[src/rtl/core/cteu_pkg.sv]
// ----------------------------------------------------------------------------
// cteu_pkg
// Shared types, codes and the month length table for the date/time editor.
// ----------------------------------------------------------------------------
package cteu_pkg;

  localparam logic [2:0] OP_LOAD    = 3'd0;
  localparam logic [2:0] OP_NEXT    = 3'd1;
  localparam logic [2:0] OP_INC     = 3'd2;
  localparam logic [2:0] OP_DEC     = 3'd3;
  localparam logic [2:0] OP_CONFIRM = 3'd4;
  localparam logic [2:0] OP_CANCEL  = 3'd5;

  localparam logic [2:0] SEL_YEAR   = 3'd0;
  localparam logic [2:0] SEL_MONTH  = 3'd1;
  localparam logic [2:0] SEL_DAY    = 3'd2;
  localparam logic [2:0] SEL_HOUR   = 3'd3;
  localparam logic [2:0] SEL_MINUTE = 3'd4;

  localparam logic [6:0] YEAR_MAX   = 7'd99;
  localparam logic [3:0] MONTH_MAX  = 4'd11;
  localparam logic [4:0] HOUR_MAX   = 5'd23;
  localparam logic [5:0] MINUTE_MAX = 6'd59;
  localparam logic [3:0] MONTH_FEB  = 4'd1;

  localparam logic [4:0] MONTH_LEN [12] = '{
    5'd31, 5'd28, 5'd31, 5'd30, 5'd31, 5'd30,
    5'd31, 5'd31, 5'd30, 5'd31, 5'd30, 5'd31
  };

  typedef struct packed {
    logic [2:0] opcode;
    logic [6:0] load_year;
    logic [3:0] load_month;
    logic [4:0] load_day;
    logic [4:0] load_hour;
    logic [5:0] load_minute;
    logic       load_alarm;
  } req_t;

  typedef struct packed {
    logic [6:0] cur_year;
    logic [3:0] cur_month;
    logic [4:0] cur_day;
    logic [4:0] cur_hour;
    logic [5:0] cur_minute;
    logic [2:0] selected_field;
    logic       editing;
    logic       commit_strobe;
    logic       alarm_active;
  } rsp_t;

  typedef struct packed {
    logic [6:0] year;
    logic [3:0] month;
    logic [4:0] day;
    logic [4:0] hour;
    logic [5:0] minute;
    logic [2:0] sel;
    logic       editing;
    logic       alarm;
  } state_t;

  function automatic logic [4:0] month_days(input logic [3:0] month, input logic [6:0] year);
    logic [3:0] m;
    logic [4:0] n;
    m = (month > MONTH_MAX) ? MONTH_MAX : month;
    n = MONTH_LEN[m];
    if (m == MONTH_FEB && year[1:0] == 2'b00) begin
      n = n + 5'd1;
    end
    return n;
  endfunction

endpackage

[src/rtl/core/cteu_step.sv]
// ----------------------------------------------------------------------------
// cteu_step
// Next-state logic of the editor for one key event.
// ----------------------------------------------------------------------------
module cteu_step import cteu_pkg::*; (
  input  state_t     cur,
  input  req_t       item,
  output state_t     nxt,
  output logic       commit
);

  logic [4:0] n_days;
  logic [4:0] n_cur;

  assign n_cur = month_days(cur.month, cur.year);

  always_comb begin
    nxt = cur;
    commit = 1'b0;
    n_days = n_cur;
    if (item.opcode == OP_LOAD) begin
      nxt.year   = (item.load_year > YEAR_MAX) ? YEAR_MAX : item.load_year;
      nxt.month  = (item.load_month > MONTH_MAX) ? MONTH_MAX : item.load_month;
      nxt.hour   = (item.load_hour > HOUR_MAX) ? HOUR_MAX : item.load_hour;
      nxt.minute = (item.load_minute > MINUTE_MAX) ? MINUTE_MAX : item.load_minute;
      n_days = month_days(nxt.month, nxt.year);
      nxt.day = (item.load_day >= n_days) ? (n_days - 5'd1) : item.load_day;
      nxt.alarm = item.load_alarm;
      nxt.sel = SEL_HOUR;
      nxt.editing = 1'b1;
    end else if (cur.editing) begin
      unique case (item.opcode)
        OP_NEXT: begin
          if (cur.alarm) begin
            nxt.sel = (cur.sel == SEL_HOUR) ? SEL_MINUTE : SEL_HOUR;
          end else begin
            nxt.sel = (cur.sel >= SEL_MINUTE) ? SEL_YEAR : cur.sel + 3'd1;
          end
        end
        OP_INC, OP_DEC: begin
          unique case (cur.sel)
            SEL_YEAR: begin
              if (item.opcode == OP_INC) begin
                nxt.year = (cur.year >= YEAR_MAX) ? 7'd0 : cur.year + 7'd1;
              end else begin
                nxt.year = (cur.year == 7'd0) ? YEAR_MAX : cur.year - 7'd1;
              end
              n_days = month_days(nxt.month, nxt.year);
              if (cur.day >= n_days) begin
                nxt.day = n_days - 5'd1;
              end
            end
            SEL_MONTH: begin
              if (item.opcode == OP_INC) begin
                nxt.month = (cur.month >= MONTH_MAX) ? 4'd0 : cur.month + 4'd1;
              end else begin
                nxt.month = (cur.month == 4'd0) ? MONTH_MAX : cur.month - 4'd1;
              end
              n_days = month_days(nxt.month, nxt.year);
              if (cur.day >= n_days) begin
                nxt.day = n_days - 5'd1;
              end
            end
            SEL_DAY: begin
              if (item.opcode == OP_INC) begin
                nxt.day = (({1'b0, cur.day} + 6'd1) >= {1'b0, n_cur}) ? 5'd0 : cur.day + 5'd1;
              end else begin
                nxt.day = (cur.day == 5'd0) ? (n_cur - 5'd1) : cur.day - 5'd1;
              end
            end
            SEL_HOUR: begin
              if (item.opcode == OP_INC) begin
                nxt.hour = (cur.hour >= HOUR_MAX) ? 5'd0 : cur.hour + 5'd1;
              end else begin
                nxt.hour = (cur.hour == 5'd0) ? HOUR_MAX : cur.hour - 5'd1;
              end
            end
            SEL_MINUTE: begin
              if (item.opcode == OP_INC) begin
                nxt.minute = (cur.minute >= MINUTE_MAX) ? 6'd0 : cur.minute + 6'd1;
              end else begin
                nxt.minute = (cur.minute == 6'd0) ? MINUTE_MAX : cur.minute - 6'd1;
              end
            end
            default: begin
            end
          endcase
        end
        OP_CONFIRM: begin
          commit = 1'b1;
          nxt.editing = 1'b0;
        end
        OP_CANCEL: begin
          nxt.editing = 1'b0;
        end
        default: begin
        end
      endcase
    end
  end

endmodule

[config.mk]
export PLATFORM = sky130hd
export DESIGN_NAME = cteu_step
export DESIGN_NICKNAME = d
export VERILOG_FILES = /design/src/rtl/core/cteu_pkg.sv /design/src/rtl/core/cteu_step.sv
export SDC_FILE = /design/constraint.sdc
export NUM_CORES = 1
export LEC_CHECK = 0
export BUFFER_PORTS_ARGS = -buffer_cell sky130_fd_sc_hd__buf_4
export CAP_MARGIN = 20
export CORE_MARGIN = 2
export CORE_UTILIZATION = 30
export DETAILED_ROUTE_END_ITERATION = 6
export PLACE_DENSITY_LB_ADDON = 0.1
export SYNTH_ARGS = -nofsm -noshare
export SYNTH_HDL_FRONTEND = slang
export SYNTH_SLANG_ARGS = --single-unit
[constraint.sdc]
create_clock -name vclk -period 4.25
set_clock_uncertainty 0.1 [all_clocks]
set_input_delay 0.2125 -clock vclk [all_inputs]
set_output_delay 0.2125 -clock vclk [all_outputs]
set_load 0.01 [all_outputs]
==> metrics, run 1 <==
Critical Path Source cur[21]; Synth Area per Inst 6.48 µm²; Port Buffer Count 96; Max Cap Violations 0; minimum clock period 3.94 ns; vias in the first global route 3,766; peak supply drop 0.0314 mV; drt first pass iters 5; Hold Vio Cnt, Final 0; leakage 1.74 nW; hpwl dp 8.77 mm; critical path endpoint category output pin; Synth cell types 71; via count 3,910; Die Wd 106 µm; post-CTS setup buffers 0; DR WL/cell 15.5 µm; Sequential Area 0 µm²; die extent in y 106 µm; Final Max Tran Viols 0; CP required 3.94 ns; status finished clean; # hold bufs at CTS 0; Synth area leaders ha_1 18%, a21oi_1 7.8%, o21ai_0 5.8%; Post-DRT Antenna Nets 0; largest net degree at the start of global routing 43; Final setup viols 0; core footprint 10,200 µm²; post-synthesis sequential area ratio 0; Worst setup SP type primary input; RSZ-0062 raised after global routing false; GRT Resource Usage Total 0.186; final wirelength 10.8 mm; critical path type in -> out; Crit Path Max Fanout 10; Worst-Margin Slew 0.688 ns; final worst-path setup slack 0.307 ns; number of vias per cell 5.63; first-pass GRT wire length 18.0 mm; Synth top area share 0.184; clock buf count 0; power per cell area 91.7 nW/µm²; worst min-delay path class in -> out; Synth Cell Area 3130 µm²; GR Overflow Total 0; DRT iter0 DRCs 240; Ys Warns 0; initial antenna violation count 0; CTS resizes 0; ANT cells 0; die area 11,300 µm²; RD Place Congestion 0.836; fin crit share 0.928; Mapped Nets 592; seq_cells 0; relative slew slack 0.540; Fmax 0.254 GHz; layout cells sized above 1 0.227; min-delay src item[0]; dominant cell type by area after synthesis ha_1; pre-CTS setup slack 0.194 ns; Hold Slack 0.594 ns; Remaining DRCs 0; area delta synth->final 27.6%; nets 670; starting density of the core 0.306; io pins 96; Fin Setup TNS 0 ns; Cells after Synth 483; Row Count 37; Critical Path AT 3.63 ns
[where the power goes]
group / switching, W / internal [W]
clock network: 0 / 0
logic: 0.000200 / 0.000167
registers: 0 / 0
total: 0.000200 / 0.000167
[kinds of logic (layout without fill, tap and decap cells)]
family / after synthesis / after routing / synth area share
compound gates: 191 / 191 / 0.412
xor+xnor: 5 / 5 / 0.0140
fa+ha+maj: 46 / 46 / 0.184
buf+inv: 65 / 141 / 0.0803
mux: 8 / 8 / 0.0268
simple gates: 168 / 168 / 0.283
[path summary, 6_finish.rpt]
path	slack (ns)	depth (start not counted)	endpoint
min	0.59	4	nxt[0]
max	0.31	18	nxt[18]
[synthesized netlist by cell type, types with 3 or more instances]
library cell and n:
nand2b_1 10, o22ai_1 3, a31oi_1 11, nand3_1 21, a211oi_1 14, inv_1 33
o2111ai_1 3, a22oi_1 3, or3_1 6, mux2i_1 5, a21o_1 6, mux2_2 3
and3_1 5, o211ai_1 11, o311a_1 3, a221oi_1 4, o21ai_1 7, ha_1 46
nor3_1 17, xnor2_1 4, nor2b_1 5, nand4_1 4, o21ai_0 36, o31ai_1 4
clkbuf_1 23, and2_1 8, nor2_1 27, nor4_1 3, buf_2 6, nand2_1 43
a21oi_1 49, o21a_1 5
[placed cells by master (no fill, tap or decap), drive strengths merged, types with 5 or more instances in the layout]
master	netlist	routed
and3	5	5
nor2b	5	5
and2	8	8
nand2b	10	10
nand3	22	22
o211ai	11	11
buf	8	107
ha	46	46
a31oi	11	11
a211oi	14	14
inv	34	34
a21o	6	6
nor2	27	27
a21oi	49	49
o21a	5	5
mux2i	5	5
o21ai	43	43
nand2	43	43
or3	6	6
nor3	17	17
[layout make-up]
type | count | area, µm²
Timing Repair Buffer | 107 | 803
Inverter | 34 | 128
Fill cell | 1125 | 6240
Tap cell | 136 | 170
Multi-Input combinational cell | 418 | 2890
[worst max-delay path, cell delays in order]
cell and delay (ns):
buf_4 0.14, inv_1 0.07, ha_1 0.27, nand3b_1 0.13, o21ai_0 0.12, a21o_1 0.23, or3_1 0.38, and2_1 0.16
ha_1 0.27, a21oi_1 0.22, ha_1 0.18, a21o_1 0.11, a31oi_1 0.04, o21ai_2 0.30, mux2_2 0.37, a22oi_1 0.15
a31oi_1 0.11, buf_4 0.17
[per-layer routing]
layer / part of all wire / vias to the layer above / routed length (µm) / global-route usage
met5: 0 / - / 0 / 0
met4: 0.011 / 0 / 122 / 0.0188
met3: 0.050 / 10 / 539 / 0.0190
met2: 0.48 / 112 / 5160 / 0.336
met1: 0.46 / 1799 / 4960 / 0.245
li1: - / 1989 / - / -
[through the flow]
step | util | area, µm² | power, W | std cells
after detailed placement | 0.390 | 3990 | 0.000363 | 695
final | 0.390 | 3990 | 0.000366 | 695
after CTS | 0.390 | 3990 | 0.000366 | 695
after global routing | 0.390 | 3990 | 0.000407 | 695
after global placement | 0.390 | 3990 | 0.000360 | 695
after floorplan | - | 3130 | 0.000205 | 483
(Power assumes the default switching activity.)
==> inputs of run 2 (changes only) <==
Settings changed: BUFFER_PORTS_ARGS -buffer_cell sky130_fd_sc_hd__buf_4 to -buffer_cell sky130_fd_sc_hd__clkbuf_2.
==> run 2 against run 1 <==
Critical path depth is 1 higher. Highest routed layer unchanged. Non-clock buffer count is 1 higher. Global-route usage is 0.40 points lower. Combinational power is 8.5% lower. Largest cell class unchanged. First-iteration DRC count is 6.7% lower. Wire length is 1.7% lower.
==> metrics, run 2 (same netlist as run 1, synthesis figures left out) <==
layout cells sized above 1 0.227; initial antenna violation count 0; Port Buffer Count 96; Hold Slack 0.611 ns; first-pass GRT wire length 17.5 mm; post-CTS setup buffers 0; Levels on crit path 19; io pins 96; CP required 3.94 ns; Sequential Area 0 µm²; Die Wd 106 µm; Post-DRT Antenna Nets 0; fill count 1,127; nets 671; DRT iter0 DRCs 224; critical path endpoint category output pin; fin crit share 0.934; final wirelength 10.6 mm; status finished clean; core footprint 10,200 µm²; Critical Path AT 3.66 ns; CP max stage cell or3_1; Slowest Stage Delay on Critical Path 0.39 ns; power per cell area 89.1 nW/µm²; leakage 1.68 nW; clock buf count 0; Final Max Tran Viols 0; hpwl dp 8.61 mm; commonest non-fill, non-tap cell in the layout clkbuf_2; RSZ-0062 raised after global routing false; Critical Path Source cur[22]; Worst Setup EP nxt[18]; crit-path leading delay family compound AO/OA/AOI/OAI gates; worst min-delay path class in -> out; Crit Path Max Fanout 8; Final setup viols 0; Remaining DRCs 0; crit-path cells clkbuf_2, inv_1, ha_1, nand3b_1, o21ai_0, a21o_1, or3_1, and2_1, ha_1, nand2_1, nor2_1, ha_1, a21o_1, a31oi_1, o21ai_2, mux2_2, a22oi_1, a31oi_1, clkbuf_2; area delta synth->final 20.0%; seq_cells 0; Hold Vio Cnt, Final 0; GR Overflow Total 0; critical path type in -> out; Max Cap Violations 0; # hold bufs at CTS 0; relative slew slack 0.520; CP bufs+invs 3; RD Place Congestion 0.870; drt first pass iters 5; GRT Resource Usage Total 0.182; Fmax 0.252 GHz; die extent in y 106 µm; Fin Setup TNS 0 ns; CP dominant cell by count ha_1; die area 11,300 µm²; Worst-Margin Slew 0.719 ns; Worst setup SP type primary input; vias in the first global route 3,708; most frequent cells in the layout 96 x clkbuf_2, 49 x a21oi_1, 46 x ha_1, 43 x nand2_1, 36 x o21ai_0; peak supply drop 0.0286 mV; ANT cells 0; starting density of the core 0.306; Row Count 37; DR WL/cell 15.2 µm; number of vias per cell 5.66; largest net degree at the start of global routing 43; minimum clock period 3.97 ns; via count 3,936
==> run 2: cell count changes in the layout (fill, tap and decap cells not counted) <==
| cell | delta |
|---|---|
| nor3_1 | +1 |
| clkbuf_2 | +96 |
| nor3_2 | -1 |
| buf_4 | -95 |
==> run 2: power breakdown <==
part	switching (W)	leakage (nW)	total, W	internal, W
registers	0	0	0	0
clock network	0	0	0	0
logic	0.000198	1.68	0.000335	0.000136
total	0.000198	1.68	0.000335	0.000136
==> run 2: area by class of cell <==
type / instances / area, µm² / share of cell area
Multi-Input combinational cell: 418 / 2890 / 0.769
Tap cell: 136 / 170 / 0.0453
Timing Repair Buffer: 108 / 571 / 0.152
Inverter: 34 / 128 / 0.0340
==> run 2: per-layer routing <==
layer | wire [µm] | GRT usage | part of all wire
met4 | 180 | 0.0329 | 0.017
met3 | 649 | 0.0282 | 0.061
met5 | 0 | 0 | 0
met2 | 4970 | 0.319 | 0.47
met1 | 4800 | 0.236 | 0.45
==> run 2: worst min-delay path, delay by kind of cell <==
family        cells  cell delay [ns]
simple gates      2             0.08
buf+inv           2             0.20
==> run 2: what timing repair did <==
item,in CTS,in global routing
gates resized for setup,0,1
hold endpoints to repair,0,0
setup endpoints to repair,0,3
==> run 2: how the worst min path moves through the flow <==
stage	start	endpoint	slack, ns	depth (start not counted)
after floorplan	item[30]	nxt[1]	0.40	1
after global placement	item[0]	nxt[0]	0.61	4
after detailed placement	item[0]	nxt[0]	0.61	4
after CTS	item[0]	nxt[0]	0.62	4
after global routing	item[0]	nxt[0]	0.65	4
final	item[0]	nxt[0]	0.61	4
==> run 2: through the flow <==
step                worst slack [ns]  total power [W]  utilization  cells  area (µm²)
floorplan                      0.459         0.000205            -    483        3130
global placement               0.190         0.000333        0.367    696        3750
detailed placement             0.147         0.000332        0.367    696        3750
CTS                            0.139         0.000334        0.367    696        3750
global route                 0.00987         0.000377        0.367    696        3760
finish                         0.280         0.000335        0.367    696        3760
